===== config.mk =====
export PLATFORM = sky130hd
export DESIGN_NAME = csde_mul
export DESIGN_NICKNAME = d
export VERILOG_FILES = /design/src/hw/rtl/csde_pkg.sv /design/src/hw/rtl/csde_mul.sv
export SDC_FILE = /design/constraint.sdc
export NUM_CORES = 2
export LEC_CHECK = 0
export BUFFER_PORTS_ARGS = -buffer_cell sky130_fd_sc_hd__buf_2
export CORE_UTILIZATION = 60
export CTS_BUF_LIST = sky130_fd_sc_hd__clkbuf_2 sky130_fd_sc_hd__clkbuf_4 sky130_fd_sc_hd__clkbuf_8
export CTS_CLUSTER_SIZE = 30
export DETAILED_ROUTE_END_ITERATION = 6
export PLACE_DENSITY = 0.82
export SLEW_MARGIN = 20
export SYNTH_ARGS = -nofsm -noshare
export SYNTH_HDL_FRONTEND = slang
export SYNTH_SLANG_ARGS = --single-unit

===== constraint.sdc =====
create_clock -name clk -period 11.9 [get_ports clk]
set_clock_uncertainty 0.15 [all_clocks]
set_input_delay 1.19 -clock clk [delete_from_list [all_inputs] [get_ports clk]]
set_output_delay 1.19 -clock clk [all_outputs]
set_load 0.02 [all_outputs]

===== src/hw/rtl/csde_pkg.sv =====
// ----------------------------------------------------------------------------
// csde_pkg
// Shared types, codes and constants of the coupled SDE step core.
// ----------------------------------------------------------------------------
package csde_pkg;

  // item kinds as the front end classifies them
  typedef enum logic {
    ITEM_START = 1'b0,
    ITEM_STEP  = 1'b1
  } csde_item_kind_t;

  typedef struct packed {
    csde_item_kind_t    kind;
    logic signed [31:0] start_x;
    logic signed [31:0] start_y;
    logic [63:0]        gen_x_word0;
    logic [63:0]        gen_x_word1;
    logic [63:0]        gen_y_word0;
    logic [63:0]        gen_y_word1;
  } csde_item_t;

  // configuration register indexes
  localparam int CFG_INDEX_W = 3;
  typedef enum logic [CFG_INDEX_W-1:0] {
    CFG_KAPPA_X     = 3'd0,
    CFG_KAPPA_Y     = 3'd1,
    CFG_SIGMA_X     = 3'd2,
    CFG_SIGMA_Y     = 3'd3,
    CFG_INV_EPSILON = 3'd4,
    CFG_STEP_H      = 3'd5,
    CFG_DRIFT_MODE  = 3'd6
  } csde_cfg_index_t;

  typedef struct packed {
    logic [31:0] kappa_x;
    logic [31:0] kappa_y;
    logic [31:0] sigma_x;
    logic [31:0] sigma_y;
    logic [31:0] inv_epsilon;
    logic [31:0] step_h;
    logic        drift_mode;
  } csde_cfg_t;

  localparam logic [31:0] RATE_RESET   = 32'd65536;
  localparam logic [31:0] STEP_H_RESET = 32'd42949673;

  // shared multiplier request / response
  typedef struct packed {
    logic               start;
    logic signed [63:0] a;
    logic signed [63:0] b;
    logic [5:0]         sh;
  } csde_mul_req_t;

  typedef struct packed {
    logic               done;
    logic signed [63:0] result;
  } csde_mul_rsp_t;

  // shared square root request / response
  typedef struct packed {
    logic        start;
    logic [63:0] v;
  } csde_sqrt_req_t;

  typedef struct packed {
    logic        done;
    logic [31:0] root;
  } csde_sqrt_rsp_t;

  typedef enum logic [4:0] {
    ST_IDLE,
    ST_SQH,
    ST_SQE,
    ST_BX0,
    ST_BX1,
    ST_BX2,
    ST_BY,
    ST_GEN,
    ST_LOG,
    ST_G,
    ST_ROOT,
    ST_Z,
    ST_POLY,
    ST_PX,
    ST_N,
    ST_TX0,
    ST_TX1,
    ST_TX2,
    ST_TX3,
    ST_TX4,
    ST_TY0,
    ST_TY1,
    ST_TY2,
    ST_UPD,
    ST_OUT
  } csde_state_t;

  localparam logic [63:0]        PROD_LIMIT  = 64'h2000_0000_0000_0000;
  localparam logic signed [63:0] Q30_ONE     = 64'sd1073741824;
  localparam logic signed [63:0] TWO_LN2_Q30 = 64'sd1488522236;
  localparam logic [5:0]         SH_Q24      = 6'd24;
  localparam logic [5:0]         SH_Q30      = 6'd30;
  localparam logic [5:0]         SH_Q32      = 6'd32;
  localparam logic [4:0]         LOG_LAST    = 5'd23;
  localparam logic [4:0]         SQRT_LAST   = 5'd31;
  localparam logic [4:0]         POLY_TOP    = 5'd4;

  // odd polynomial of sin(pi/2 t), Q30
  localparam logic signed [63:0] SIN_COEF [6] = '{
    64'sd1686629713, -64'sd693598668, 64'sd85569306,
    -64'sd5026995, 64'sd172272, -64'sd3864
  };

endpackage


===== src/hw/rtl/csde_mul.sv =====
// ----------------------------------------------------------------------------
// csde_mul
// Shared signed multiply with truncating shift and saturation to 2^61,
// built from four 32x32 partial products over successive cycles.
// ----------------------------------------------------------------------------
module csde_mul import csde_pkg::*; (
  input  logic          clk,
  input  logic          rst,
  input  csde_mul_req_t req,
  output csde_mul_rsp_t rsp
);

  logic [63:0]        ma;
  logic [63:0]        mb;
  logic               neg;
  logic [5:0]         sh;
  logic [127:0]       acc;
  logic [63:0]        prod;
  logic [2:0]         cnt;
  logic               running;
  logic               done;
  logic signed [63:0] result;

  logic [31:0]  pa;
  logic [31:0]  pb;
  logic [127:0] term;
  logic [127:0] shifted;
  logic [63:0]  mag;

  assign pa = cnt[1] ? ma[63:32] : ma[31:0];
  assign pb = cnt[0] ? mb[63:32] : mb[31:0];

  // cnt names the partial product just registered, one step behind
  always_comb begin
    case (cnt)
      3'd1:    term = {64'd0, prod};
      3'd2:    term = {32'd0, prod, 32'd0};
      3'd3:    term = {32'd0, prod, 32'd0};
      3'd4:    term = {prod, 64'd0};
      default: term = 128'd0;
    endcase
  end

  always_comb begin
    shifted = acc >> sh;
    if ((shifted[127:64] != 64'd0) || (shifted[63:0] > PROD_LIMIT)) begin
      mag = PROD_LIMIT;
    end else begin
      mag = shifted[63:0];
    end
  end

  always_ff @(posedge clk) begin
    if (rst) begin
      running <= 1'b0;
      done    <= 1'b0;
      cnt     <= 3'd0;
    end else begin
      done <= !req.start && running && (cnt == 3'd5);
      if (req.start) begin
        running <= 1'b1;
        cnt     <= 3'd0;
      end else if (running) begin
        cnt <= cnt + 3'd1;
        if (cnt == 3'd5) begin
          running <= 1'b0;
        end
      end
    end
  end

  always_ff @(posedge clk) begin
    if (req.start) begin
      ma  <= req.a[63] ? (64'd0 - 64'(req.a)) : 64'(req.a);
      mb  <= req.b[63] ? (64'd0 - 64'(req.b)) : 64'(req.b);
      neg <= req.a[63] ^ req.b[63];
      sh  <= req.sh;
      acc <= 128'd0;
    end else if (running) begin
      if (cnt < 3'd4) begin
        prod <= pa * pb;
      end
      acc <= acc + term;
      if (cnt == 3'd5) begin
        result <= neg ? -$signed(mag) : $signed(mag);
      end
    end
  end

  assign rsp.done   = done;
  assign rsp.result = result;

endmodule


## Word-level counts from Yosys, hierarchy flattened

Cells that the tools add are included.

- Flip-flop bits (word level): 396
- Bits of input ports: 137
- Word-level logic and storage cells: 47

- $add $sub $neg: 5
- Multiply operators: 1
- Order comparisons: 2
- Equal/unequal tests: 5
- Shifts and indexed selects: 1
- Mux-type cells: 10
- Bitwise logic cells: 2
- Reduce and logical (&&, ||, !) cells: 9

Operators by type and width:

| cell | number |
|---|---|
| $pmux W128 S3 | 1 |
| $add A128 B128 Y128 | 1 |
| $mux W64 | 2 |
| $shr A128 B6 Y128 | 1 |
| $sub A1 B64 Y64 const A | 2 |
| $mux W63 | 2 |
| $gt A64 B62 Y1 const B | 1 |
| $mul A32 B32 Y64 | 1 |
| $mux W32 | 2 |
| $neg A64 Y64 | 1 |
| $reduce_bool A64 Y1 | 1 |
| $eq A3 B2 Y1 const B | 2 |
| $eq A3 B3 Y1 const B | 2 |
| $reduce_and A3 Y1 | 2 |
| $reduce_or A2 Y1 | 2 |
| $add A3 B1 Y3 const B | 1 |
| $eq A3 B1 Y1 const B | 1 |
| $lt A3 B3 Y1 const B | 1 |
| $mux W1 | 3 |
| $logic_and A1 B1 Y1 | 2 |
| $logic_not A1 Y1 | 1 |
| $logic_or A1 B1 Y1 | 1 |
| $not A1 Y1 | 1 |
| $xor A1 B1 Y1 | 1 |

## Longest topological paths before layout

- Word-level depth: 6
- Mapped depth: 34

## Least setup slack after synthesis

No wires, ideal clock.

- Kind: reg-to-reg
- Start: register cnt[1]
- End: register prod[63], data pin
- Library setup time: 0.260 ns
- Data arrival time: 9.015 ns
- Data required time: 11.490 ns
- Path slack: 2.475 ns
- Cell stages (with the launch flop): 33
- Path buffers: 4
- Cells stage by stage: dfxtp_1 -> clkbuf_1 -> clkbuf_1 -> buf_1 -> mux2i_1 -> clkbuf_1 -> nor2_1 -> fa_1 -> inv_1 -> fa_1 -> fa_1 -> fa_1 -> inv_1 -> fa_1 -> inv_1 -> fa_1 -> inv_1 -> fa_1 -> fa_1 -> ha_1 -> a21oi_1 -> o21bai_1 -> a21o_1 -> a21o_1 -> a221oi_1 -> o21ai_0 -> a31oi_1 -> o31ai_1 -> a311oi_1 -> nor3_1 -> a2111o_1 -> a21oi_1 -> xnor2_1

- Word-level cells in the longest chain between the ends: 2

Ends and longest elaborated chain:

| what | line | text |
|---|---|---|
| start: declaration | csde_mul.sv:19 | `logic [2:0] cnt;` |
| start signal: assignment | csde_mul.sv:64 | `cnt <= cnt + 3'd1;` |
| $mux W32 | csde_mul.sv:30 | `assign pa = cnt[1] ? ma[63:32] : ma[31:0];` |
| $mul A32 B32 Y64 | csde_mul.sv:81 | `prod <= pa * pb;` |
| end signal: assignment | csde_mul.sv:81 |  |
| end: declaration | csde_mul.sv:18 | `logic [63:0] prod;` |

Every way passes these cells.
A chain may end at the register's enable or synchronous reset.

## Worst setup path after layout

- Start: register cnt[0]
- End: register prod[63], data pin

- Word-level cells in the longest chain between the ends: 2

Ends and longest elaborated chain:

| what | line | text |
|---|---|---|
| $mux W32 | csde_mul.sv:31 | `assign pb = cnt[0] ? mb[63:32] : mb[31:0];` |
| $mul A32 B32 Y64 | csde_mul.sv:81 |  |

Every way passes these cells.

==> results.yml <==
synth:
  synthCells: 7534
  synth_top_family_by_area: "adder cells"
  synth.avg_cell_area_um2: 9.22
  synthXorXnorAreaFrac: 0.0424
  syn-num-nets: 8966
  synthArstFlopShare: 0
  synthMuxAreaShare: 0.143
  syn-cell-area_um2: 69500
  synth_simple_gate_area_frac: 0.143
  ys_warn_count: 0
  seq_area_frac_synth: 0.152
  synth_compound_area_frac: 0.111
  synth-edff-count: 263
  yosys.area_share.adder: 0.330
  ys_seq_elements: 396
  ys_types: 93
  synth_ff_type: "edfxtp_1"
global_routing:
  grt_max_degree: 157
  grt-ovfl-total: 0
  antenna_found_initial: 6
  grt_pass1_vias: 61300
  grt_pass1_wl_um: 364000
  grt.total_usage: 0.412
clock_tree:
  postCtsHoldBufs: 0
  cts.sinks: 396
  clk_pin_slew_ns: 0.07
  clock_path_buffers: 3
  cts_resized: 0
  clk-insertion-delay-late_ns: 0.81
  cts_inserted_buffers: 70
  root_buffer: "clkbuf_8"
  htreeDepth: 3
  cts_tree: "built"
  postCtsSetupBuffers: 0
drt:
  vias: 60300
  first_iter_violations: 7616
  wl_met2_um: 106000
  topRoutingLayerUsed: "met5"
  dr.pass1.iters: 7
  met1Wirelength_um: 80400
  routed_wl_um: 241000
  avgRoutedWirePerCell_um: 26.7
  routed_via_density: 6.67
  met3_length_um: 31800
  ant_nets: 0
  drc: 50
worst_setup_path:
  worstSetupPathType: "register to register"
  cp_slowest_cell: "mux2i_2"
  crit_arrival_ns: 10.72
  cp_num_buf_inv: 5
  path_common_cell: "fa_1"
  crit_path_start_kind: "register"
  crit_fanout: 42
  worst_setup_path_end_kind: "register"
  critPathRequiredTime_ns: 12.31
  critPathMaxStageDelay_ns: 0.99
  cp_top_family: "adder cells"
cells_and_area:
  nFillCells: 9223
  drive_gt1_frac: 0.123
  layout_commonest_cell: "nor2_1"
  finalNetCount: 8898
  layout_common_cells: "969 x nor2_1, 948 x inv_1, 897 x fa_1"
  area_growth_pct: 5.20
place:
  io_buffer_count: 201
  dpl.hpwl_um: 188000
  gp_congestion: 1.07
timing:
  min_period_over_period: 0.867
  setup_viol: 0
  maxSlewViolCount: 0
  finalSetupTns_ns: 0
  finalCriticalPeriod_ns: 10.32
  rsz0062_at_grt: "false"
  fmax_mhz: 96.9
  hold_violations: 0
  worst_pin_slew_ns: 1.17
  maxSlewHeadroom: 0.196
status:
  violations: "DRC"
  status: "finished with violations"
floorplanning:
  pin_count: 202
  die_area_um2: 117000
  row_count: 124
  die_width_um: 342
  fp.coreArea_um2: 115000
  start_util: 0.607
  fp.dieH_um: 342
min_path:
  hp-class: "register to register"
flow_run:
  max_cap_violations: 0
## per-stage QoR
step	hold slack, ns	area, µm²	utilization	setup slack (ns)	cells
after floorplan	0.335	69500	-	2.47	7534
after global placement	0.366	71600	0.626	1.95	8906
after detailed placement	0.382	71700	0.626	1.70	8906
after CTS	0.391	73100	0.638	1.76	9032
after global routing	0.411	73100	0.638	1.28	9032
final	0.392	73100	0.638	1.58	9040
## tightest hold or removal path, delay by kind of cell (launching register included)
family,cells,cell delay (ns)
multiplexers,1,0.12
flip-flops,1,0.33
AND/OR/NAND/NOR,1,0.05
## synthesized netlist by cell type (12+ instances only)
cell type | instances | area share
a2111oi_0 | 13 | 0.0016
a211oi_1 | 32 | 0.0035
a21boi_0 | 16 | 0.0017
a21o_1 | 128 | 0.014
a21oi_1 | 298 | 0.021
a221oi_1 | 15 | 0.0019
a22o_1 | 71 | 0.0090
a31oi_1 | 32 | 0.0029
and2_1 | 54 | 0.0049
and3_1 | 62 | 0.0056
buf_1 | 45 | 0.0024
buf_2 | 49 | 0.0035
buf_4 | 17 | 0.0018
clkbuf_1 | 329 | 0.018
dfxtp_1 | 133 | 0.038
edfxtp_1 | 263 | 0.11
fa_1 | 897 | 0.26
ha_1 | 398 | 0.072
inv_1 | 951 | 0.051
mux2_2 | 167 | 0.027
mux2i_1 | 290 | 0.042
mux4_2 | 229 | 0.074
nand2_1 | 713 | 0.039
nand2b_1 | 41 | 0.0037
nand3_1 | 74 | 0.0053
nand4_1 | 65 | 0.0059
nor2_1 | 971 | 0.052
nor2b_1 | 31 | 0.0028
nor3_1 | 69 | 0.0050
nor4_1 | 32 | 0.0029
o2111ai_1 | 12 | 0.0015
o211ai_1 | 26 | 0.0028
o21a_1 | 28 | 0.0030
o21ai_0 | 211 | 0.015
o21bai_1 | 40 | 0.0043
o22ai_1 | 20 | 0.0018
o31ai_1 | 64 | 0.0069
o41ai_1 | 24 | 0.0030
or2_2 | 14 | 0.0013
or3_1 | 40 | 0.0036
or4_1 | 41 | 0.0044
xnor2_1 | 263 | 0.033
xor2_1 | 73 | 0.0092
## routing by layer
layer,vias to the layer above,global-route usage
li1,25400,-
met3,1355,0.128
met4,6,0.320
met1,28900,0.478
met2,4577,0.638
met5,-,0
## sequential cells by signal (all words and copies together) (netlist names)
signal and flops:
acc 128, cnt 3, done 1, ma 64
mb 64, neg 1, prod 64, result 64
running 1, sh 6
## final cells by class
| class | instances | area [µm²] | area share |
|---|---|---|---|
| antenna | 8 | 20.0 | 0.000274 |
| clock buffer | 88 | 1120 | 0.0153 |
| clock inverter | 38 | 300 | 0.00411 |
| inverter | 956 | 3590 | 0.0491 |
| multi-input combinational | 5732 | 53700 | 0.735 |
| sequential | 396 | 10600 | 0.145 |
| tap | 1512 | 1890 | 0.0259 |
| timing repair buffer | 310 | 1870 | 0.0256 |
## kinds of logic after synthesis
| kind of cell | Yosys count |
|---|---|
| AND/OR/NAND/NOR | 2259 |
| buffers and inverters | 1406 |
| adder cells (fa/ha/maj) | 1295 |
| AO/OA/AOI/OAI | 1155 |
| multiplexers | 687 |
| flip-flops | 396 |
| XOR/XNOR | 336 |
## path summary, 6_finish.rpt
check / slack (ns) / cells after the start / startpoint / to
min reg2reg: 0.39 / 2 / acc[0] / acc[0]
max: 1.58 / 28 / cnt[0] / prod[63]
min: 0.39 / 2 / acc[0] / acc[0]
max reg2reg: 1.58 / 28 / cnt[0] / prod[63]
Power is left out: the tool's default activity adds up to more than one toggle a clock period on the data nets, which glitch-free logic cannot reach.
