File: config.mk
export PLATFORM = sky130hd
export DESIGN_NAME = csde_front_flat
export DESIGN_NICKNAME = d
export VERILOG_FILES = /design/src/hw/rtl/csde_pkg.sv /design/src/hw/rtl/csde_if.sv /design/src/hw/rtl/csde_front.sv /design/src/flat_wrapper.sv
export SDC_FILE = /design/constraint.sdc
export NUM_CORES = 1
export LEC_CHECK = 0
export ABC_CLOCK_PERIOD_IN_PS = 35500
export BUFFER_PORTS_ARGS = -buffer_cell sky130_fd_sc_hd__buf_4
export CAP_MARGIN = 25
export CORE_AREA = 2 2 251 253
export DETAILED_ROUTE_END_ITERATION = 6
export DIE_AREA = 0 0 253 255
export GPL_TIMING_DRIVEN = 0
export SLEW_MARGIN = 40
export SYNTH_ARGS = -nofsm -noshare
export SYNTH_HDL_FRONTEND = slang
export SYNTH_SLANG_ARGS = --single-unit
export TNS_END_PERCENT = 10
File: constraint.sdc
create_clock -name clk -period 35.5 [get_ports clk]
set_input_delay 7.1 -clock clk [delete_from_list [all_inputs] [get_ports clk]]
set_output_delay 7.1 -clock clk [all_outputs]
set_load 0.01 [all_outputs]
File: src/hw/rtl/csde_pkg.sv
// ----------------------------------------------------------------------------
// csde_pkg
// Shared types, codes and constants of the coupled SDE step core.
// ----------------------------------------------------------------------------
package csde_pkg;

  // item kinds as the front end classifies them
  typedef enum logic {
    ITEM_START = 1'b0,
    ITEM_STEP  = 1'b1
  } csde_item_kind_t;

  typedef struct packed {
    csde_item_kind_t    kind;
    logic signed [31:0] start_x;
    logic signed [31:0] start_y;
    logic [63:0]        gen_x_word0;
    logic [63:0]        gen_x_word1;
    logic [63:0]        gen_y_word0;
    logic [63:0]        gen_y_word1;
  } csde_item_t;

  // configuration register indexes
  localparam int CFG_INDEX_W = 3;
  typedef enum logic [CFG_INDEX_W-1:0] {
    CFG_KAPPA_X     = 3'd0,
    CFG_KAPPA_Y     = 3'd1,
    CFG_SIGMA_X     = 3'd2,
    CFG_SIGMA_Y     = 3'd3,
    CFG_INV_EPSILON = 3'd4,
    CFG_STEP_H      = 3'd5,
    CFG_DRIFT_MODE  = 3'd6
  } csde_cfg_index_t;

  typedef struct packed {
    logic [31:0] kappa_x;
    logic [31:0] kappa_y;
    logic [31:0] sigma_x;
    logic [31:0] sigma_y;
    logic [31:0] inv_epsilon;
    logic [31:0] step_h;
    logic        drift_mode;
  } csde_cfg_t;

  localparam logic [31:0] RATE_RESET   = 32'd65536;
  localparam logic [31:0] STEP_H_RESET = 32'd42949673;

  // shared multiplier request / response
  typedef struct packed {
    logic               start;
    logic signed [63:0] a;
    logic signed [63:0] b;
    logic [5:0]         sh;
  } csde_mul_req_t;

  typedef struct packed {
    logic               done;
    logic signed [63:0] result;
  } csde_mul_rsp_t;

  // shared square root request / response
  typedef struct packed {
    logic        start;
    logic [63:0] v;
  } csde_sqrt_req_t;

  typedef struct packed {
    logic        done;
    logic [31:0] root;
  } csde_sqrt_rsp_t;

  typedef enum logic [4:0] {
    ST_IDLE,
    ST_SQH,
    ST_SQE,
    ST_BX0,
    ST_BX1,
    ST_BX2,
    ST_BY,
    ST_GEN,
    ST_LOG,
    ST_G,
    ST_ROOT,
    ST_Z,
    ST_POLY,
    ST_PX,
    ST_N,
    ST_TX0,
    ST_TX1,
    ST_TX2,
    ST_TX3,
    ST_TX4,
    ST_TY0,
    ST_TY1,
    ST_TY2,
    ST_UPD,
    ST_OUT
  } csde_state_t;

  localparam logic [63:0]        PROD_LIMIT  = 64'h2000_0000_0000_0000;
  localparam logic signed [63:0] Q30_ONE     = 64'sd1073741824;
  localparam logic signed [63:0] TWO_LN2_Q30 = 64'sd1488522236;
  localparam logic [5:0]         SH_Q24      = 6'd24;
  localparam logic [5:0]         SH_Q30      = 6'd30;
  localparam logic [5:0]         SH_Q32      = 6'd32;
  localparam logic [4:0]         LOG_LAST    = 5'd23;
  localparam logic [4:0]         SQRT_LAST   = 5'd31;
  localparam logic [4:0]         POLY_TOP    = 5'd4;

  // odd polynomial of sin(pi/2 t), Q30
  localparam logic signed [63:0] SIN_COEF [6] = '{
    64'sd1686629713, -64'sd693598668, 64'sd85569306,
    -64'sd5026995, 64'sd172272, -64'sd3864
  };

endpackage

File: src/hw/rtl/csde_if.sv
// ----------------------------------------------------------------------------
// csde channel interfaces
// Command, result and configuration channels, valid/ready.
// ----------------------------------------------------------------------------
interface csde_cmd_if;
  logic               valid;
  logic               ready;
  logic               opcode;
  logic signed [31:0] start_x;
  logic signed [31:0] start_y;
  logic [63:0]        gen_x_word0;
  logic [63:0]        gen_x_word1;
  logic [63:0]        gen_y_word0;
  logic [63:0]        gen_y_word1;
  modport source (output valid, opcode, start_x, start_y, gen_x_word0, gen_x_word1,
                  gen_y_word0, gen_y_word1, input ready);
  modport sink (input valid, opcode, start_x, start_y, gen_x_word0, gen_x_word1,
                gen_y_word0, gen_y_word1, output ready);
endinterface


File: src/hw/rtl/csde_front.sv
// ----------------------------------------------------------------------------
// csde_front
// Accepts command items, classifies them and holds them in a two-entry queue.
// ----------------------------------------------------------------------------
module csde_front import csde_pkg::*; (
  input  logic       clk,
  input  logic       rst,
  csde_cmd_if.sink   cmd,
  output logic       q_valid,
  input  logic       q_ready,
  output csde_item_t q_item
);

  csde_item_t slot [2];
  logic       wr_ptr;
  logic       rd_ptr;
  logic [1:0] count;
  logic       push;
  logic       pop;
  csde_item_t incoming;

  assign cmd.ready = (count != 2'd2);
  assign push      = cmd.valid && cmd.ready;
  assign q_valid   = (count != 2'd0);
  assign pop       = q_valid && q_ready;
  assign q_item    = slot[rd_ptr];

  always_comb begin
    incoming.kind        = cmd.opcode ? ITEM_STEP : ITEM_START;
    incoming.start_x     = cmd.start_x;
    incoming.start_y     = cmd.start_y;
    incoming.gen_x_word0 = cmd.gen_x_word0;
    incoming.gen_x_word1 = cmd.gen_x_word1;
    incoming.gen_y_word0 = cmd.gen_y_word0;
    incoming.gen_y_word1 = cmd.gen_y_word1;
  end

  always_ff @(posedge clk) begin
    if (rst) begin
      wr_ptr <= 1'b0;
      rd_ptr <= 1'b0;
      count  <= 2'd0;
    end else begin
      if (push) begin
        wr_ptr <= ~wr_ptr;
      end
      if (pop) begin
        rd_ptr <= ~rd_ptr;
      end
      count <= count + 2'(push) - 2'(pop);
    end
  end

  always_ff @(posedge clk) begin
    if (push) begin
      slot[wr_ptr] <= incoming;
    end
  end

endmodule

File: src/flat_wrapper.sv
// flat-port wrapper written by rule: the top's interface ports become plain ports
module csde_front_flat import csde_pkg::*;
  (clk, rst, q_valid, q_ready, q_item, cmd_valid, cmd_opcode, cmd_start_x, cmd_start_y, cmd_gen_x_word0, cmd_gen_x_word1, cmd_gen_y_word0, cmd_gen_y_word1, cmd_ready);
  csde_cmd_if cmd_i ();
  input  logic clk;
  input  logic rst;
  output logic q_valid;
  input  logic q_ready;
  output csde_item_t q_item;
  input wire logic [$bits(cmd_i.valid)-1:0] cmd_valid;
  input wire logic [$bits(cmd_i.opcode)-1:0] cmd_opcode;
  input wire logic [$bits(cmd_i.start_x)-1:0] cmd_start_x;
  input wire logic [$bits(cmd_i.start_y)-1:0] cmd_start_y;
  input wire logic [$bits(cmd_i.gen_x_word0)-1:0] cmd_gen_x_word0;
  input wire logic [$bits(cmd_i.gen_x_word1)-1:0] cmd_gen_x_word1;
  input wire logic [$bits(cmd_i.gen_y_word0)-1:0] cmd_gen_y_word0;
  input wire logic [$bits(cmd_i.gen_y_word1)-1:0] cmd_gen_y_word1;
  output wire logic [$bits(cmd_i.ready)-1:0] cmd_ready;
  assign cmd_i.valid = cmd_valid;
  assign cmd_i.opcode = cmd_opcode;
  assign cmd_i.start_x = cmd_start_x;
  assign cmd_i.start_y = cmd_start_y;
  assign cmd_i.gen_x_word0 = cmd_gen_x_word0;
  assign cmd_i.gen_x_word1 = cmd_gen_x_word1;
  assign cmd_i.gen_y_word0 = cmd_gen_y_word0;
  assign cmd_i.gen_y_word1 = cmd_gen_y_word1;
  assign cmd_ready = cmd_i.ready;
  csde_front u_core (.clk(clk), .rst(rst), .cmd(cmd_i), .q_valid(q_valid), .q_ready(q_ready), .q_item(q_item));
endmodule
Yosys cells after proc, flatten, opt, wreduce, memory -nomap -nowiden
Memories as Yosys holds them, arrays and structs flattened. A register that Yosys moved wholly into a read port is not among the register bits.
Cells that the tools add are included.
- RAM bits: 642
- logic and storage cells: 17
- bits in latches: 0
- bits in registers: 4
- bits of input ports: 325
- memories kept: 1
- output and inout bits: 323
- bits in read-only memories: 0
- memories (name ; depth ; bits a word ; rd ports ; clocked after Yosys merged registers in ; write ports ; RTL line ; source):
    u_core.slot ; 2 ; 321 ; 1 ; 1 ; 1 ; csde_front.sv:14 ; csde_item_t slot [2];
- muxes and demuxes: 5
- bitwise logic cells: 2
- order comparisons: 0
- divide/modulo/power cells: 0
- shift-type cells: 0
- reduce and logical (&&, ||, !) cells: 3
- equal/unequal tests: 1
- add/sub/neg operators: 2
- multiply operators: 0
- operator list (operator ; count):
    two-way mux 1 bit ; 5
    adder 2 x 1 -> 2 bit ; 1
    logical AND 1 bit ; 2
    != test 2 bit (second input constant) ; 1
    inverter 1 bit ; 2
    nonzero test 2 bit ; 1
    subtractor 2 x 1 -> 2 bit ; 1

Longest topological paths before layout
- depth after elaboration: 4
- gate-level depth with buffers: 7
- mapped depth without buffers: 7

Worst setup path before layout
No wires, ideal clock.
- kind: input -> register
- start point: input port cmd_valid
- end point: memory u_core.slot[0][0] (netlist name) (enable)
- stages: 2
- setup time: 1049 ps
- slack: 13142 ps
- path buffers: 0
- data arrival time: 21309 ps
- path through: and2_1 -> nor2b_1
- cells in the longest elaborated chain, start to end: 3
- RTL lines (element ; RTL line ; source):
    start, declared ; flat_wrapper.sv:10 ; input wire logic [$bits(cmd_i.valid)-1:0] cmd_valid;
    logical AND 1 bit ; csde_front.sv:23 ; assign push = cmd.valid && cmd.ready;
    two-way mux 1 bit ; csde_front.sv:55 ; if (push) begin
    two-way mux 1 bit (not written as such) ; csde_front.sv:56 ; slot[wr_ptr] <= incoming;
    end, declared ; csde_front.sv:14 ;
Every way passes these cells.

==> results.md <==
- Met2 routed WL: 30.6 mm
- Clk slew on worst S/H paths: 0.05 ns
- CTS Buf Count: 71
- Count leader, synth: edfxtp_1
- Share of layout cells above drive strength 1: 60.9%
- Simple-Gate Fraction of Synth Area: 0.317%
- Top_reg_cell synth: edfxtp_1
- Routed vias/inst: 4.72
- CTS Root Cell: clkbuf_16
- Reg-to-reg critical path endpoint: u_core.slot[1][200]
- Synth area leader: edfxtp_1
- H-tree depth: 3
- Starting Density: 38.1%
- Full die area: 64500 sq um
- Req. time, crit path: 28.40 ns
- Ys Warns: 0
- Total track usage: 17.1%
- Worst-Skew Late Latency: 0.60 ns
- Top Layer Used: met5
- Slew @ Worst Pin: 0.416 ns
- Asr flop ratio synth: 0%
- Reg2reg start: u_core.count[0]
- CP Launch Type: register
- Max Root-Sink Buffers: 3
- Met3 wire len: 4.54 mm
- Post-route setup TNS: 0 ns
- Worst Hold Launch: u_core.rd_ptr
- Initial DRC count: 603
- Largest family of logic cells by synthesized area: multiplexers
- Hold_buf cts: 0
- Floorplan core area: 62200 sq um
- Vias in the first global route: 13.1k
- Sequential share of the synthesized area: 81.9%
- WL met1: 21.1 mm
- Max Slew Vio Count: 0
- Final min period: 9.20 ns
- TritonCTS clock tree: done
- Largest cells by area after synthesis: edfxtp_1, mux2_2, mux2_4, buf_6, mux2_1
- DR WL/cell: 22.2 um
- Final WL: 58.2 mm
- Register bit total from synthesis: 647
- Area of the multi-input gates: 3910 sq um
- Layout area overhead: 36.5%
- Path depth of the worst reg2reg path: 7
- Vias: 12.4k
- IR drop worst, VDD: 46.9 uV
- Crit path capture type: primary output
- Final Cell Area: 32300 sq um
- Placer's final routability congestion estimate: 0.776
- Syn Nets: 1353
- Antenna violations before repair: 5
- Clock sinks: 647
- Critical path peak fanout: 10
- Max-cap violations: 0
- Tcrit/Tclk final: 25.9%
- Hold WC Path Type: reg2reg
- Row count: 92
- First-pass iteration count of the detailed router: 6
- Hold path cells: 2
- Compound-gate portion of the synthesized area: 0.0529%
- Setup violators final: 0
- Post-route ant nets: 0
- Largest net degree at the start of global routing: 39
- Num ports: 648
- Post-Syn Area: 23700 sq um
- Hpwl dp: 42.8 mm
- Cells after Synth: 1026
- Die Height: 255 um
- # Post-CTS Setup Buffers: 0
- Mux contribution to synthesized area: 15.9%
- Final nets: 2105
- RSZ-0062 raised after global routing: no
- Synth top cells by count: edfxtp_1, mux2_2, mux2_4
- Maximum operating frequency: 109 MHz
- Number of synthesized flops with an enable pin: 642
- First-pass GRT wire length: 80.9 mm
- Count of input and output buffers: 647
- Synth top area share: 81.5%
- Hold Violations, Final: 0
- Run status: complete, no violations
- CTS-repair resized insts: 0
- Pleak: 12.1 nW
- Post-Place Cell Area: 30200 sq um
- Reg2Reg Setup Slack: 32.86 ns
- # DRC: 0
- Distinct cells, synth: 21
- Sequential cell area: 19400 sq um
- Pwr Density: 73.1 nW/um^2
- WS Path Type: reg2out
- Clk_skew: 0.0272 ns
- Fill count: 5136
- Die span in x: 253 um
- Adder-cell area share of the yosys netlist: 0.106%
- Arrival time at the worst endpoint: 2.10 ns
- Grt ovf: 0
- Syn_area_per_cell: 23.1 sq um
- Synth Area in XOR/XNOR: 0.0740%
- Rel. slew slack: 72.3%
[power breakdown]
group / switching [W] / internal [W]
registers: 0.0000219 / 0.000966
clock network: 0.000284 / 0.000395
logic: 0.000332 / 0.000363
[cell usage in the layout (no fill, tap or decap), types with 9 or more instances in the layout]
master | synthesis | final
edfxtp_1 | 642 | 642
clkbuf_1 | 0 | 14
buf_4 | 0 | 647
mux2_2 | 265 | 265
buf_6 | 32 | 32
mux2_4 | 40 | 40
buf_12 | 0 | 10
buf_16 | 0 | 9
clkbuf_16 | 0 | 71
clkinv_1 | 0 | 16
buf_8 | 0 | 13
mux2_1 | 16 | 16
[cell families (layout without fill, tap and decap cells)]
kind of cell / Yosys count / count (layout)
AND/OR/NAND/NOR: 14 / 14
XOR/XNOR: 2 / 2
adder cells (fa/ha/maj): 2 / 2
AO/OA/AOI/OAI: 2 / 2
multiplexers: 321 / 321
buffers and inverters: 38 / 835
other: 0 / 4
flip-flops: 647 / 647
[flip-flops by register name (all words and copies together), names as in the netlist, named ones only]
register       count
u_core.count       2
u_core.rd_ptr      1
u_core.slot      642
u_core.wr_ptr      1
[critical path: stages (launching register included)]
cell and delay, ns:
dfxtp_1 0.30, buf_2 0.21, buf_6 0.24, buf_6 0.22, mux2_2 0.38, buf_4 0.16
[layer usage]
layer / vias up / global-route usage (%)
met5: - / 0
met4: 6 / 7.73
met3: 104 / 5.79
met2: 428 / 30.4
met1: 6230 / 18.5
li1: 5614 / -
[area by class of cell]
cell class                      instances  area share, %
Sequential cell                       647           60.0
Timing Repair Buffer                  679           17.0
Multi-Input combinational cell        341           12.1
Clock buffer                           85           5.66
Tap cell                              799           3.10
Buffer                                 36           1.18
Clock inverter                         33          0.876
Antenna cell                            4         0.0310
Inverter                                2         0.0232
[stage by stage]
stage | utilization (%) | total power, W | hold slack (ns) | setup slack [ns] | instances
5_1_grt | 51.9 | 0.00246 | 0.557 | 26.15 | 2624
3_5_place_dp | 48.5 | 0.00171 | 0.502 | 26.17 | 2504
6_report | 52.0 | 0.00236 | 0.520 | 26.30 | 2626
3_3_place_gp | 47.5 | 0.00176 | 0.500 | 4.27 | 2472
4_1_cts | 51.9 | 0.00240 | 0.526 | 26.17 | 2622
2_1_floorplan | - | 0.00140 | 0.471 | 13.14 | 1026
[worst max-delay path by stage]
stage / startpoint / to / slack [ns] / cells past startpoint
after global placement: cmd_valid / u_core.slot[0][134] / 4.27 / 3
after floorplan: cmd_valid / u_core.slot[0][0] / 13.14 / 2
after detailed placement: cmd_valid / u_core.slot[1][134] / 26.17 / 7
final: register / q_item[296] / 26.30 / 5
after global routing: register / q_item[296] / 26.15 / 5
after CTS: register / q_item[296] / 26.17 / 5
Note: power is estimated with default switching activity, not from simulation.
