[config.mk]
export PLATFORM = sky130hd
export DESIGN_NAME = csde_back_flat
export DESIGN_NICKNAME = d
export VERILOG_FILES = /design/src/hw/rtl/csde_pkg.sv /design/src/hw/rtl/csde_if.sv /design/src/hw/rtl/csde_back.sv /design/src/flat_wrapper.sv
export SDC_FILE = /design/constraint.sdc
export NUM_CORES = 2
export LEC_CHECK = 0
export BUFFER_PORTS_ARGS = -buffer_cell sky130_fd_sc_hd__buf_2
export CAP_MARGIN = 20
export CORE_MARGIN = 2
export CORE_UTILIZATION = 55
export CTS_CLUSTER_SIZE = 24
export DETAILED_ROUTE_END_ITERATION = 8
export PLACE_DENSITY = 0.78
export SLEW_MARGIN = 20
export SYNTH_ARGS = -nofsm -noshare
export SYNTH_HDL_FRONTEND = slang
export SYNTH_SLANG_ARGS = --single-unit
[constraint.sdc]
create_clock -name clk -period 16.9 [get_ports clk]
set_input_delay 5.07 -clock clk [delete_from_list [all_inputs] [get_ports clk]]
set_output_delay 5.07 -clock clk [all_outputs]
set_load 0.005 [all_outputs]
[src/hw/rtl/csde_pkg.sv]
// ----------------------------------------------------------------------------
// csde_pkg
// Shared types, codes and constants of the coupled SDE step core.
// ----------------------------------------------------------------------------
package csde_pkg;

  // item kinds as the front end classifies them
  typedef enum logic {
    ITEM_START = 1'b0,
    ITEM_STEP  = 1'b1
  } csde_item_kind_t;

  typedef struct packed {
    csde_item_kind_t    kind;
    logic signed [31:0] start_x;
    logic signed [31:0] start_y;
    logic [63:0]        gen_x_word0;
    logic [63:0]        gen_x_word1;
    logic [63:0]        gen_y_word0;
    logic [63:0]        gen_y_word1;
  } csde_item_t;

  // configuration register indexes
  localparam int CFG_INDEX_W = 3;
  typedef enum logic [CFG_INDEX_W-1:0] {
    CFG_KAPPA_X     = 3'd0,
    CFG_KAPPA_Y     = 3'd1,
    CFG_SIGMA_X     = 3'd2,
    CFG_SIGMA_Y     = 3'd3,
    CFG_INV_EPSILON = 3'd4,
    CFG_STEP_H      = 3'd5,
    CFG_DRIFT_MODE  = 3'd6
  } csde_cfg_index_t;

  typedef struct packed {
    logic [31:0] kappa_x;
    logic [31:0] kappa_y;
    logic [31:0] sigma_x;
    logic [31:0] sigma_y;
    logic [31:0] inv_epsilon;
    logic [31:0] step_h;
    logic        drift_mode;
  } csde_cfg_t;

  localparam logic [31:0] RATE_RESET   = 32'd65536;
  localparam logic [31:0] STEP_H_RESET = 32'd42949673;

  // shared multiplier request / response
  typedef struct packed {
    logic               start;
    logic signed [63:0] a;
    logic signed [63:0] b;
    logic [5:0]         sh;
  } csde_mul_req_t;

  typedef struct packed {
    logic               done;
    logic signed [63:0] result;
  } csde_mul_rsp_t;

  // shared square root request / response
  typedef struct packed {
    logic        start;
    logic [63:0] v;
  } csde_sqrt_req_t;

  typedef struct packed {
    logic        done;
    logic [31:0] root;
  } csde_sqrt_rsp_t;

  typedef enum logic [4:0] {
    ST_IDLE,
    ST_SQH,
    ST_SQE,
    ST_BX0,
    ST_BX1,
    ST_BX2,
    ST_BY,
    ST_GEN,
    ST_LOG,
    ST_G,
    ST_ROOT,
    ST_Z,
    ST_POLY,
    ST_PX,
    ST_N,
    ST_TX0,
    ST_TX1,
    ST_TX2,
    ST_TX3,
    ST_TX4,
    ST_TY0,
    ST_TY1,
    ST_TY2,
    ST_UPD,
    ST_OUT
  } csde_state_t;

  localparam logic [63:0]        PROD_LIMIT  = 64'h2000_0000_0000_0000;
  localparam logic signed [63:0] Q30_ONE     = 64'sd1073741824;
  localparam logic signed [63:0] TWO_LN2_Q30 = 64'sd1488522236;
  localparam logic [5:0]         SH_Q24      = 6'd24;
  localparam logic [5:0]         SH_Q30      = 6'd30;
  localparam logic [5:0]         SH_Q32      = 6'd32;
  localparam logic [4:0]         LOG_LAST    = 5'd23;
  localparam logic [4:0]         SQRT_LAST   = 5'd31;
  localparam logic [4:0]         POLY_TOP    = 5'd4;

  // odd polynomial of sin(pi/2 t), Q30
  localparam logic signed [63:0] SIN_COEF [6] = '{
    64'sd1686629713, -64'sd693598668, 64'sd85569306,
    -64'sd5026995, 64'sd172272, -64'sd3864
  };

endpackage

[src/hw/rtl/csde_if.sv]


interface csde_res_if;
  logic               valid;
  logic               ready;
  logic signed [31:0] x_out;
  logic signed [31:0] y_out;
  modport source (output valid, x_out, y_out, input ready);
  modport sink (input valid, x_out, y_out, output ready);
endinterface


[src/hw/rtl/csde_back.sv]
// ----------------------------------------------------------------------------
// csde_back
// Carries out queued items: loads start state, or runs one Euler-Maruyama
// step through the shared multiplier and square root, and registers results.
// ----------------------------------------------------------------------------
module csde_back import csde_pkg::*; #(
  parameter int VALUE_WIDTH   = 32,
  parameter int FRACTION_BITS = 16
) (
  input  logic           clk,
  input  logic           rst,
  input  csde_cfg_t      cfg,
  input  logic           q_valid,
  output logic           q_ready,
  input  csde_item_t     q_item,
  output csde_mul_req_t  mul_req,
  input  csde_mul_rsp_t  mul_rsp,
  output csde_sqrt_req_t sqrt_req,
  input  csde_sqrt_rsp_t sqrt_rsp,
  csde_res_if.source     res
);

  localparam logic signed [65:0] POS_MAX = (66'sd1 <<< (VALUE_WIDTH - 1)) - 66'sd1;
  localparam logic signed [65:0] POS_MIN = -POS_MAX - 66'sd1;
  localparam logic signed [65:0] OUT_MAX = 66'sd2147483647;
  localparam logic signed [65:0] OUT_MIN = -66'sd2147483648;
  localparam logic signed [63:0] EIGHT_F = 64'sd8 <<< FRACTION_BITS;
  localparam logic [5:0]         SH_F    = 6'(FRACTION_BITS);
  localparam logic [5:0]         SH_F3   = 6'(FRACTION_BITS + 3);

  csde_state_t state;
  csde_state_t state_next;
  logic        issued;
  logic        op_done;

  logic signed [VALUE_WIDTH-1:0] x_pos;
  logic signed [VALUE_WIDTH-1:0] y_pos;
  logic [63:0]        gx0, gx1, gy0, gy1;
  logic               lane;
  logic signed [63:0] sqh, sqe;
  logic signed [63:0] bx, by, nx, ny, tmp, tx, ty;
  logic signed [63:0] a_val, xs, z, p;
  logic [31:0]        m;
  logic [23:0]        frac;
  logic [4:0]         e;
  logic [4:0]         cnt;
  logic [22:0]        phase;
  logic               out_valid;
  logic signed [31:0] out_x, out_y;

  logic signed [63:0] d;
  logic signed [63:0] kx, ky, sx, sy, ie, hh;
  logic [63:0]        s0, s1, rnd, s1x, ns0, ns1;
  logic [23:0]        v24;
  logic [4:0]         e_new;
  logic [63:0]        g_val;
  logic [21:0]        rq;
  logic signed [63:0] r;
  logic signed [63:0] sine;
  logic               out_free;

  function automatic logic signed [VALUE_WIDTH-1:0] clamp_pos(input logic signed [65:0] v);
    logic signed [65:0] c;
    c = (v > POS_MAX) ? POS_MAX : ((v < POS_MIN) ? POS_MIN : v);
    return c[VALUE_WIDTH-1:0];
  endfunction

  function automatic logic signed [31:0] clamp_out(input logic signed [65:0] v);
    logic signed [65:0] c;
    c = (v > OUT_MAX) ? OUT_MAX : ((v < OUT_MIN) ? OUT_MIN : v);
    return c[31:0];
  endfunction

  assign op_done  = mul_rsp.done || sqrt_rsp.done;
  assign r        = mul_rsp.result;
  assign out_free = !out_valid || res.ready;

  assign d  = 64'(x_pos) - 64'(y_pos);
  assign kx = $signed({32'd0, cfg.kappa_x});
  assign ky = $signed({32'd0, cfg.kappa_y});
  assign sx = $signed({32'd0, cfg.sigma_x});
  assign sy = $signed({32'd0, cfg.sigma_y});
  assign ie = $signed({32'd0, cfg.inv_epsilon});
  assign hh = $signed({32'd0, cfg.step_h});

  // xoroshiro128+ of the current lane
  assign s0  = lane ? gy0 : gx0;
  assign s1  = lane ? gy1 : gx1;
  assign rnd = s0 + s1;
  assign s1x = s1 ^ s0;
  assign ns0 = {s0[8:0], s0[63:9]} ^ s1x ^ (s1x << 14);
  assign ns1 = {s1x[27:0], s1x[63:28]};
  assign v24 = {1'b0, rnd[22:0]} + 24'd1;

  always_comb begin
    e_new = 5'd0;
    for (int i = 1; i < 24; i++) begin
      if (v24[i]) begin
        e_new = 5'(i);
      end
    end
  end

  assign g_val = (64'd23 << 24) - {35'd0, e, frac};
  assign rq    = phase[21] ? (22'h200000 - {1'b0, phase[20:0]}) : {1'b0, phase[20:0]};

  always_comb begin
    if (r[63]) begin
      sine = 64'sd0;
    end else if (r > Q30_ONE) begin
      sine = Q30_ONE;
    end else begin
      sine = r;
    end
    if (phase[22]) begin
      sine = -sine;
    end
  end

  always_ff @(posedge clk) begin
    if (rst) begin
      state <= ST_IDLE;
    end else begin
      state <= state_next;
    end
  end

  always_comb begin
    state_next = state;
    case (state)
      ST_IDLE: begin
        if (q_valid) begin
          state_next = (q_item.kind == ITEM_START) ? ST_OUT : ST_SQH;
        end
      end
      ST_SQH:  if (op_done) state_next = ST_SQE;
      ST_SQE:  if (op_done) state_next = ST_BX0;
      ST_BX0:  if (op_done) state_next = cfg.drift_mode ? ST_BX1 : ST_BY;
      ST_BX1:  if (op_done) state_next = ST_BX2;
      ST_BX2:  if (op_done) state_next = ST_BY;
      ST_BY:   if (op_done) state_next = ST_GEN;
      ST_GEN:  state_next = ST_LOG;
      ST_LOG:  if (op_done && (cnt == LOG_LAST)) state_next = ST_G;
      ST_G:    if (op_done) state_next = ST_ROOT;
      ST_ROOT: if (op_done) state_next = ST_Z;
      ST_Z:    if (op_done) state_next = ST_POLY;
      ST_POLY: if (op_done && (cnt == 5'd0)) state_next = ST_PX;
      ST_PX:   if (op_done) state_next = ST_N;
      ST_N:    if (op_done) state_next = lane ? ST_TX0 : ST_GEN;
      ST_TX0:  if (op_done) state_next = ST_TX1;
      ST_TX1:  if (op_done) state_next = ST_TX2;
      ST_TX2:  if (op_done) state_next = ST_TX3;
      ST_TX3:  if (op_done) state_next = ST_TX4;
      ST_TX4:  if (op_done) state_next = ST_TY0;
      ST_TY0:  if (op_done) state_next = ST_TY1;
      ST_TY1:  if (op_done) state_next = ST_TY2;
      ST_TY2:  if (op_done) state_next = ST_UPD;
      ST_UPD:  state_next = ST_OUT;
      ST_OUT:  if (out_free) state_next = ST_IDLE;
      default: state_next = ST_IDLE;
    endcase
  end

  // operand selection for the shared units
  always_comb begin
    q_ready        = (state == ST_IDLE);
    mul_req.start  = 1'b0;
    mul_req.a      = 64'sd0;
    mul_req.b      = 64'sd0;
    mul_req.sh     = SH_Q30;
    sqrt_req.start = 1'b0;
    sqrt_req.v     = 64'd0;
    case (state)
      ST_SQH: begin
        sqrt_req.start = !issued;
        sqrt_req.v     = {cfg.step_h, 32'd0};
      end
      ST_SQE: begin
        sqrt_req.start = !issued;
        sqrt_req.v     = {32'd0, cfg.inv_epsilon} << FRACTION_BITS;
      end
      ST_ROOT: begin
        sqrt_req.start = !issued;
        sqrt_req.v     = 64'(tmp) << 24;
      end
      ST_BX0: begin
        mul_req.start = !issued;
        mul_req.a     = cfg.drift_mode ? d : kx;
        mul_req.b     = d;
        mul_req.sh    = SH_F;
      end
      ST_BX1: begin
        mul_req.start = !issued;
        mul_req.a     = d;
        mul_req.b     = (tmp <<< 1) - EIGHT_F;
        mul_req.sh    = SH_F;
      end
      ST_BX2: begin
        mul_req.start = !issued;
        mul_req.a     = kx;
        mul_req.b     = tmp;
        mul_req.sh    = SH_F3;
      end
      ST_BY: begin
        mul_req.start = !issued;
        mul_req.a     = ky;
        mul_req.b     = -d;
        mul_req.sh    = SH_F;
      end
      ST_LOG: begin
        mul_req.start = !issued;
        mul_req.a     = $signed({32'd0, m});
        mul_req.b     = $signed({32'd0, m});
      end
      ST_G: begin
        mul_req.start = !issued;
        mul_req.a     = $signed(g_val);
        mul_req.b     = TWO_LN2_Q30;
      end
      ST_Z: begin
        mul_req.start = !issued;
        mul_req.a     = xs;
        mul_req.b     = xs;
      end
      ST_POLY: begin
        mul_req.start = !issued;
        mul_req.a     = z;
        mul_req.b     = p;
      end
      ST_PX: begin
        mul_req.start = !issued;
        mul_req.a     = xs;
        mul_req.b     = p;
      end
      ST_N: begin
        mul_req.start = !issued;
        mul_req.a     = a_val;
        mul_req.b     = p;
      end
      ST_TX0: begin
        mul_req.start = !issued;
        mul_req.a     = ie;
        mul_req.b     = bx;
        mul_req.sh    = SH_F;
      end
      ST_TX1: begin
        mul_req.start = !issued;
        mul_req.a     = tmp;
        mul_req.b     = hh;
        mul_req.sh    = SH_Q32;
      end
      ST_TX2: begin
        mul_req.start = !issued;
        mul_req.a     = sx;
        mul_req.b     = sqe;
        mul_req.sh    = SH_F;
      end
      ST_TX3: begin
        mul_req.start = !issued;
        mul_req.a     = tmp;
        mul_req.b     = nx;
        mul_req.sh    = SH_Q24;
      end
      ST_TX4: begin
        mul_req.start = !issued;
        mul_req.a     = tmp;
        mul_req.b     = sqh;
        mul_req.sh    = SH_Q32;
      end
      ST_TY0: begin
        mul_req.start = !issued;
        mul_req.a     = by;
        mul_req.b     = hh;
        mul_req.sh    = SH_Q32;
      end
      ST_TY1: begin
        mul_req.start = !issued;
        mul_req.a     = sy;
        mul_req.b     = ny;
        mul_req.sh    = SH_Q24;
      end
      ST_TY2: begin
        mul_req.start = !issued;
        mul_req.a     = tmp;
        mul_req.b     = sqh;
        mul_req.sh    = SH_Q32;
      end
      default: begin
      end
    endcase
  end

  always_ff @(posedge clk) begin
    if (rst) begin
      issued    <= 1'b0;
      out_valid <= 1'b0;
      lane      <= 1'b0;
      x_pos     <= '0;
      y_pos     <= '0;
      gx0       <= 64'd0;
      gx1       <= 64'd0;
      gy0       <= 64'd0;
      gy1       <= 64'd0;
    end else begin
      if (mul_req.start || sqrt_req.start) begin
        issued <= 1'b1;
      end else if (op_done) begin
        issued <= 1'b0;
      end
      if ((state == ST_OUT) && out_free) begin
        out_valid <= 1'b1;
      end else if (res.ready) begin
        out_valid <= 1'b0;
      end
      case (state)
        ST_IDLE: begin
          if (q_valid && (q_item.kind == ITEM_START)) begin
            x_pos <= clamp_pos(66'(q_item.start_x));
            y_pos <= clamp_pos(66'(q_item.start_y));
            gx0   <= q_item.gen_x_word0;
            gx1   <= q_item.gen_x_word1;
            gy0   <= q_item.gen_y_word0;
            gy1   <= q_item.gen_y_word1;
          end
          lane <= 1'b0;
        end
        ST_GEN: begin
          if (lane) begin
            gy0 <= ns0;
            gy1 <= ns1;
          end else begin
            gx0 <= ns0;
            gx1 <= ns1;
          end
        end
        ST_N: begin
          if (op_done) begin
            lane <= ~lane;
          end
        end
        ST_UPD: begin
          x_pos <= clamp_pos(66'(x_pos) + 66'(tx));
          y_pos <= clamp_pos(66'(y_pos) + 66'(ty));
        end
        default: begin
        end
      endcase
    end
  end

  // working registers
  always_ff @(posedge clk) begin
    case (state)
      ST_SQH:  if (op_done) sqh <= $signed({32'd0, sqrt_rsp.root});
      ST_SQE:  if (op_done) sqe <= $signed({32'd0, sqrt_rsp.root});
      ST_BX0: begin
        if (op_done) begin
          if (cfg.drift_mode) begin
            tmp <= r;
          end else begin
            bx <= -r;
          end
        end
      end
      ST_BX1:  if (op_done) tmp <= r;
      ST_BX2:  if (op_done) bx <= -r;
      ST_BY:   if (op_done) by <= -r;
      ST_GEN: begin
        e     <= e_new;
        m     <= 32'(v24) << (5'd30 - e_new);
        phase <= rnd[54:32];
        frac  <= 24'd0;
        cnt   <= 5'd0;
      end
      ST_LOG: begin
        if (op_done) begin
          // one fraction bit of log2 per squaring
          if (r >= 64'sd2147483648) begin
            m    <= r[32:1];
            frac <= {frac[22:0], 1'b1};
          end else begin
            m    <= r[31:0];
            frac <= {frac[22:0], 1'b0};
          end
          cnt <= cnt + 5'd1;
        end
      end
      ST_G:    if (op_done) tmp <= r;
      ST_ROOT: begin
        if (op_done) begin
          a_val <= $signed({32'd0, sqrt_rsp.root});
          xs    <= $signed({33'd0, rq, 9'd0});
        end
      end
      ST_Z: begin
        if (op_done) begin
          z   <= r;
          p   <= SIN_COEF[5];
          cnt <= POLY_TOP;
        end
      end
      ST_POLY: begin
        if (op_done) begin
          p   <= SIN_COEF[cnt[2:0]] + r;
          cnt <= cnt - 5'd1;
        end
      end
      ST_PX:   if (op_done) p <= sine;
      ST_N: begin
        if (op_done) begin
          if (lane) begin
            ny <= r;
          end else begin
            nx <= r;
          end
        end
      end
      ST_TX0:  if (op_done) tmp <= r;
      ST_TX1:  if (op_done) tx <= r;
      ST_TX2:  if (op_done) tmp <= r;
      ST_TX3:  if (op_done) tmp <= r;
      ST_TX4:  if (op_done) tx <= tx + r;
      ST_TY0:  if (op_done) ty <= r;
      ST_TY1:  if (op_done) tmp <= r;
      ST_TY2:  if (op_done) ty <= ty + r;
      ST_OUT: begin
        if (out_free) begin
          out_x <= clamp_out(66'(x_pos));
          out_y <= clamp_out(66'(y_pos));
        end
      end
      default: begin
      end
    endcase
  end

  assign res.valid = out_valid;
  assign res.x_out = out_x;
  assign res.y_out = out_y;

endmodule

[src/flat_wrapper.sv]
// flat-port wrapper written by rule: the top's interface ports become plain ports
module csde_back_flat import csde_pkg::*;
#(
  parameter int VALUE_WIDTH   = 32,
  parameter int FRACTION_BITS = 16
)
  (clk, rst, cfg, q_valid, q_ready, q_item, mul_req, mul_rsp, sqrt_req, sqrt_rsp, res_valid, res_x_out, res_y_out, res_ready);
  csde_res_if res_i ();
  input  logic clk;
  input  logic rst;
  input  csde_cfg_t cfg;
  input  logic q_valid;
  output logic q_ready;
  input  csde_item_t q_item;
  output csde_mul_req_t mul_req;
  input  csde_mul_rsp_t mul_rsp;
  output csde_sqrt_req_t sqrt_req;
  input  csde_sqrt_rsp_t sqrt_rsp;
  output wire logic [$bits(res_i.valid)-1:0] res_valid;
  output wire logic [$bits(res_i.x_out)-1:0] res_x_out;
  output wire logic [$bits(res_i.y_out)-1:0] res_y_out;
  input wire logic [$bits(res_i.ready)-1:0] res_ready;
  assign res_valid = res_i.valid;
  assign res_x_out = res_i.x_out;
  assign res_y_out = res_i.y_out;
  assign res_i.ready = res_ready;
  csde_back #(.VALUE_WIDTH(VALUE_WIDTH), .FRACTION_BITS(FRACTION_BITS)) u_core (.clk(clk), .rst(rst), .cfg(cfg), .q_valid(q_valid), .q_ready(q_ready), .q_item(q_item), .mul_req(mul_req), .mul_rsp(mul_rsp), .sqrt_req(sqrt_req), .sqrt_rsp(sqrt_rsp), .res(res_i));
endmodule
* Word level (Yosys, flattened, before mapping)
Memories as Yosys holds them, arrays and structs flattened.
Index checks and enable logic that the tools add are counted.
** Word-level totals
- Bits in registers :: 1175
- Bits in read-only memories :: 512
- Input port bits :: 616
- Output and inout port bits :: 266
- Memories :: 1
** Memory list
- (no name shown) :: depth 8, bits a word 64, read ports 1, clocked after memory_dff 0, write ports 0, RTL line csde_back.sv:404 : p <= SIN_COEF[cnt[2:0]] + r;
** Cells by class
- Add/subtract/negate cells :: 17
- $lt $le $gt $ge :: 15
- Eq/ne operators :: 56
- Shifts and indexed selects :: 1
- Muxes and demuxes :: 120
- Bitwise gates (word level) :: 6
- Reduce and logical (&&, ||, !) cells :: 48
** Operators by type and width (number)
- case mux 129 bit (17 select lines) :: 1
- two-way mux 64 bit :: 26
- case mux 64 bit (2 select lines) :: 8
- two-way mux 32 bit :: 14
- two-way mux 5 bit :: 49
- case mux 65 bit (3 select lines) :: 1
- adder 64 bit :: 3
- negation 64 bit :: 3
- case mux 32 bit (2 select lines) :: 3
- case mux 64 bit (3 select lines) :: 1
- XOR 64 bit :: 3
- adder 32 x 64 -> 65 bit :: 2
- > comparator 65 x 32 -> 1 bit (second input constant) :: 2
- < comparator 65 x 32 -> 1 bit (second input constant) :: 2
- > comparator 32 bit (second input constant) :: 4
- < comparator 32 bit (second input constant) :: 4
- case mux 5 bit (25 select lines) :: 1
- greater-or-equal comparator 64 x 33 -> 1 bit (second input constant) :: 1
- > comparator 64 x 32 -> 1 bit (second input constant) :: 1
- subtractor 64 x 21 -> 64 bit (second input constant) :: 1
- two-way mux 63 bit :: 1
- adder 55 bit :: 1
- inequality test 2 x 1 -> 1 bit (second input constant) :: 27
- == test 5 bit (second input constant) :: 10
- other kinds (40) :: 94

* Longest topological paths before layout
- Depth in word-level cells :: 29
- Mapped depth :: 34
- Gate-level depth less buffers :: 26

* Least setup slack after synthesis
No wires, ideal clock.
- Path kind :: input to register
- Start point :: input sqrt_rsp[32] (netlist bit)
- End point :: register u_core.tx[0] (enable)
- Setup time :: 829 ps
- Data arrival time :: 15349 ps
- Required time :: 16071 ps
- Path slack :: 722 ps
- Cell stages on the path :: 3
- Path buffers :: 1
- Path through :: nor2_1 clkbuf_1 a2111oi_0
** Between the ends
- Word-level cells in the longest chain between the ends :: 3
- Elaborated cells between the ends (all ways) :: 4
- Classes of those cells :: 2 x eq/ne; 2 x reduce/logical
** RTL lines
- start, declared :: RTL line flat_wrapper.sv:18 : input csde_sqrt_rsp_t sqrt_rsp;
- logical OR 1 bit (*) :: RTL line csde_back.sv:74 : assign op_done = mul_rsp.done || sqrt_rsp.done;
- inequality test 2 x 1 -> 1 bit (no source line)
- AND reduction 3 bit (no source line) (*)
- end signal, assigned :: RTL line csde_back.sv:419 : ST_TX1: if (op_done) tx <= r;
- end signal, assigned :: RTL line csde_back.sv:422 : ST_TX4: if (op_done) tx <= tx + r;
- end, declared :: RTL line csde_back.sv:41 : logic signed [63:0] bx, by, nx, ny, tmp, tx, ty;
Mark *: on every way between the ends. The rest lies on a longest branch, timed or not.
A chain may end at the register's enable or synchronous reset.

==> flow_summary_export.csv <==
group,metric,value,unit
layout,area.growth.synth_to_final,12.8,%
global_route,wire_length_of_the_first_global_routing_pass,530000,um
place,pre_cts_ws,4700,ps
setup_path,cp-end-kind,"output pin",
cts,cts_num_sinks,1175,
setup_path,crit_path_start_kind,"flip-flop",
place,place_hpwl,287000,um
routing,drt_iter0_drc,13034,
min_path,hp-class,"flip-flop to flip-flop",
setup_path,critPathMaxStageDelay,840,ps
cts,post-cts-setup-buffer-count,0,
synthesis,ys_seq_elements,1175,
power_and_ir_drop,ir_worst_vdd,0.166,mV
routing,wl_per_cell,33.1,um
setup_path,arrival,7810,ps
synthesis,synth_compound_area_share,23.4,%
global_route,grtUsageTotal,48.3,%
global_route,globalRouteOverflowTotal,0,
setup_path,timing.setup.critical_path_class,"flip-flop to output pin",
place,post-place-cells,11190,
layout,mostFrequentLayoutCell,"sky130_fd_sc_hd__nand2_1",
synthesis,syn_area,81300,um^2
sta,grt_setup_unrepaired,"no",
synthesis,synth_top_cells_by_area,"sky130_fd_sc_hd__edfxtp_1 (31%), sky130_fd_sc_hd__dfxtp_1 (8.1%), sky130_fd_sc_hd__ha_1 (6.5%)",
layout,commonest_cells_after_routing_fill_and_taps_aside,"sky130_fd_sc_hd__nand2_1 (966), sky130_fd_sc_hd__buf_2 (864), sky130_fd_sc_hd__edfxtp_1 (847), sky130_fd_sc_hd__a21oi_1 (611), sky130_fd_sc_hd__nor2_1 (566)",
setup_path,worst_path_max_delay_cell,"sky130_fd_sc_hd__xnor2_1",
sta,clock_period_minus_worst_slack,12880,ps
sta,max_slew_margin,20.1,%
routing,drt-total-wl,380000,um
cts,numCtsBuffers,136,
layout,post-route-util,62.3,%
synthesis,synth_xor_area_share,7.03,%
layout,post-route-cell-area,91800,um^2
routing,ant_nets,0,
layout,multiInputGateArea,46600,um^2
sta,hold_viol,0,
synthesis,synth_warnings,0,
synthesis,combinational_family_with_the_most_area_after_synthesis,"compound AO/OA/AOI/OAI gates",
setup_path,worstPathCellList,"ha_1 > inv_1 > fa_1 > a21o_1 > a21oi_1 > o21ai_0 > a21oi_1 > o21bai_1 > a41oi_1 > o21ai_0 > xnor2_1 > nand4_1 > nor4_1 > nand2_1 > nor4bb_1 > buf_4 > o31a_1 > o211ai_1 > buf_2",
synthesis,syn_inst,8865,
global_route,maximum_number_of_pins_on_one_net_before_global_route_repair,105,
run,max_cap_viol_count,0,
cts,tritoncts,"done",
floorplanning,initial_utilization,55.2,%
sta,setup_violations,0,
cts,cts-root-to-sink-buffers,3,
cts,clock_slew_seen_by_the_registers_of_the_worst_setup_and_hold_paths,60,ps
cts,htree_levels,4,
layout,finish.cell_count_without_fillers,11466,
synthesis,synth_top_area_cell,"sky130_fd_sc_hd__edfxtp_1",
synthesis,ys_seq_area_share,39.3,%
power_and_ir_drop,power_density_over_the_cells,157,nW/um^2
outcome,outcome,"finished with violations",
sta,tightest_slew,1200,ps
routing,first_pass_iters,9,
sta,setup_ws,4020,ps
layout,layout-drive-gt1-share,15.8,%
synthesis,synth_top_cell_area_share,31.3,%
routing,vias_per_cell,7.05,
layout,number_of_nets_in_the_final_layout,10447,
floorplanning,die_x,389,um
sta,timing_max_transition_violations_final,0,
layout,filler_cell_count,12403,
synthesis,mux_cell_area_share_after_synthesis,3.37,%
place,placement.cell_area,87200,um^2
cts,insertion_delay,830,ps
routing,drc,30,
synthesis,synth_flop_cell,"sky130_fd_sc_hd__edfxtp_1",
sta,min_period_over_period,76.2,%
routing,vias,80785,
synthesis,synthArstFlopShare,0,%
setup_path,crit_fanout,15,
synthesis,synth_cell_type_count,107,
synthesis,synth_enable_flop_cells,847,
cts,post_cts.resized_instances,0,
power_and_ir_drop,leakagePower,36.1,nW
synthesis,synthAdderAreaFrac,6.67,%
synthesis,syn_area_per_cell,9.18,um^2
synthesis,synth_simple_gate_area_share,16.3,%
power_and_ir_drop,fin_total_pwr,14.4,mW
floorplanning,die_boundary_height,389,um
global_route,grt_antenna_before_repair,48,
outcome,failed_checks,"DRC",
place,globalplace.congestion,1.08,
floorplanning,placementRows,141,
cts,ctsRootBufferMaster,"sky130_fd_sc_hd__clkbuf_16",
floorplanning,io-pin-count,882,
global_route,first_global_vias,73984,
sta,timing.fmax,77.6,MHz
floorplanning,die_ar,151000,um^2
setup_path,path_delay_family,"compound AO/OA/AOI/OAI gates",
sta,setup_total_negative_slack,0,ps
cts,ctsHoldBuffers,0,
sta,fin_skew,49.7,ps
setup_path,critical_path_buf_inv_count,3,
floorplanning,core,147000,um^2
layout,register_area,32000,um^2
sta,hold_ws,449,ps
setup_path,req_time_crit_path,11830,ps
place,port_buffers,865,
area by class of cell:
cell class                 count  share of cell area, %
antenna                       30                 0.0818
clock buffer                 164                   3.95
sequential                  1175                   34.9
inverter                     186                  0.770
clock inverter                78                  0.870
tap                         1930                   2.63
multi-input combinational   6882                   50.8
timing repair buffer        1021                   6.03
cell usage after synthesis (124+ instances only):
| library cell | number |
|---|---|
| sky130_fd_sc_hd__nand2_1 | 971 |
| sky130_fd_sc_hd__edfxtp_1 | 847 |
| sky130_fd_sc_hd__a21oi_1 | 616 |
| sky130_fd_sc_hd__nor2_1 | 585 |
| sky130_fd_sc_hd__clkbuf_1 | 557 |
| sky130_fd_sc_hd__o21ai_0 | 536 |
| sky130_fd_sc_hd__ha_1 | 421 |
| sky130_fd_sc_hd__xnor2_1 | 409 |
| sky130_fd_sc_hd__dfxtp_1 | 328 |
| sky130_fd_sc_hd__a21o_1 | 257 |
| sky130_fd_sc_hd__nor3_1 | 257 |
| sky130_fd_sc_hd__xor2_1 | 220 |
| sky130_fd_sc_hd__inv_1 | 182 |
| sky130_fd_sc_hd__a211oi_1 | 174 |
| sky130_fd_sc_hd__nand3_1 | 174 |
| sky130_fd_sc_hd__a221oi_1 | 161 |
| sky130_fd_sc_hd__o211ai_1 | 158 |
| sky130_fd_sc_hd__mux2i_1 | 124 |
state kept, by name, indices dropped and copies added (netlist names), 32 cells and up:
name              flops
u_core.ty            64
u_core.by            64
u_core.y_pos         32
u_core.bx            64
u_core.z             64
u_core.gx1           64
u_core.p             64
u_core.nx            64
u_core.tx            64
u_core.sqe           32
u_core.sqh           32
u_core.gy0           64
u_core.a_val         32
u_core.tmp           64
u_core.x_pos         32
u_core.gy1           64
u_core.m             32
u_core.res.y_out     32
u_core.ny            64
u_core.gx0           64
u_core.res.x_out     32
kinds of logic (layout without fill, tap and decap cells):
| logic type | after synthesis | after routing |
|---|---|---|
| other | 1 | 46 |
| AND/OR/NAND/NOR | 2760 | 2760 |
| multiplexers | 247 | 247 |
| AO/OA/AOI/OAI | 2791 | 2791 |
| XOR/XNOR | 639 | 639 |
| adder cells (fa/ha/maj) | 429 | 429 |
| flip-flops | 1175 | 1175 |
| buffers and inverters | 823 | 1449 |
tightest hold or removal path: stages (launching register included):
cell	delay, ps
sky130_fd_sc_hd__dfxtp_1	310
sky130_fd_sc_hd__nand2_1	50
sky130_fd_sc_hd__a21oi_1	50
metal layers:
layer,share of wire [%],vias to the layer above,track usage (%)
li1,-,34634,-
met1,37,38313,63.1
met2,40,6520,66.7
met3,16,1292,17.5
met4,8.0,26,31.7
met5,0.15,-,1.79
where the power goes:
group	total (mW)	leakage [nW]	switching (mW)	internal, mW
Sequential	3.97	10.3	0.419	3.56
Combinational	7.42	23.7	4.92	2.50
Clock	3.00	2.13	1.33	1.67
Total	14.4	36.1	6.67	7.73
final timing paths:
check                   from        endpoint  slack, ps  cells after the start
min reg2reg   u_core.gy0[50]  u_core.gy0[50]        450                      2
min           u_core.gy0[50]  u_core.gy0[50]        450                      2
max          u_core.y_pos[0]     mul_req[48]       4020                     19
max reg2reg      u_core.lane    u_core.m[24]       6490                     23
Note: power is estimated with default switching activity, not from simulation.
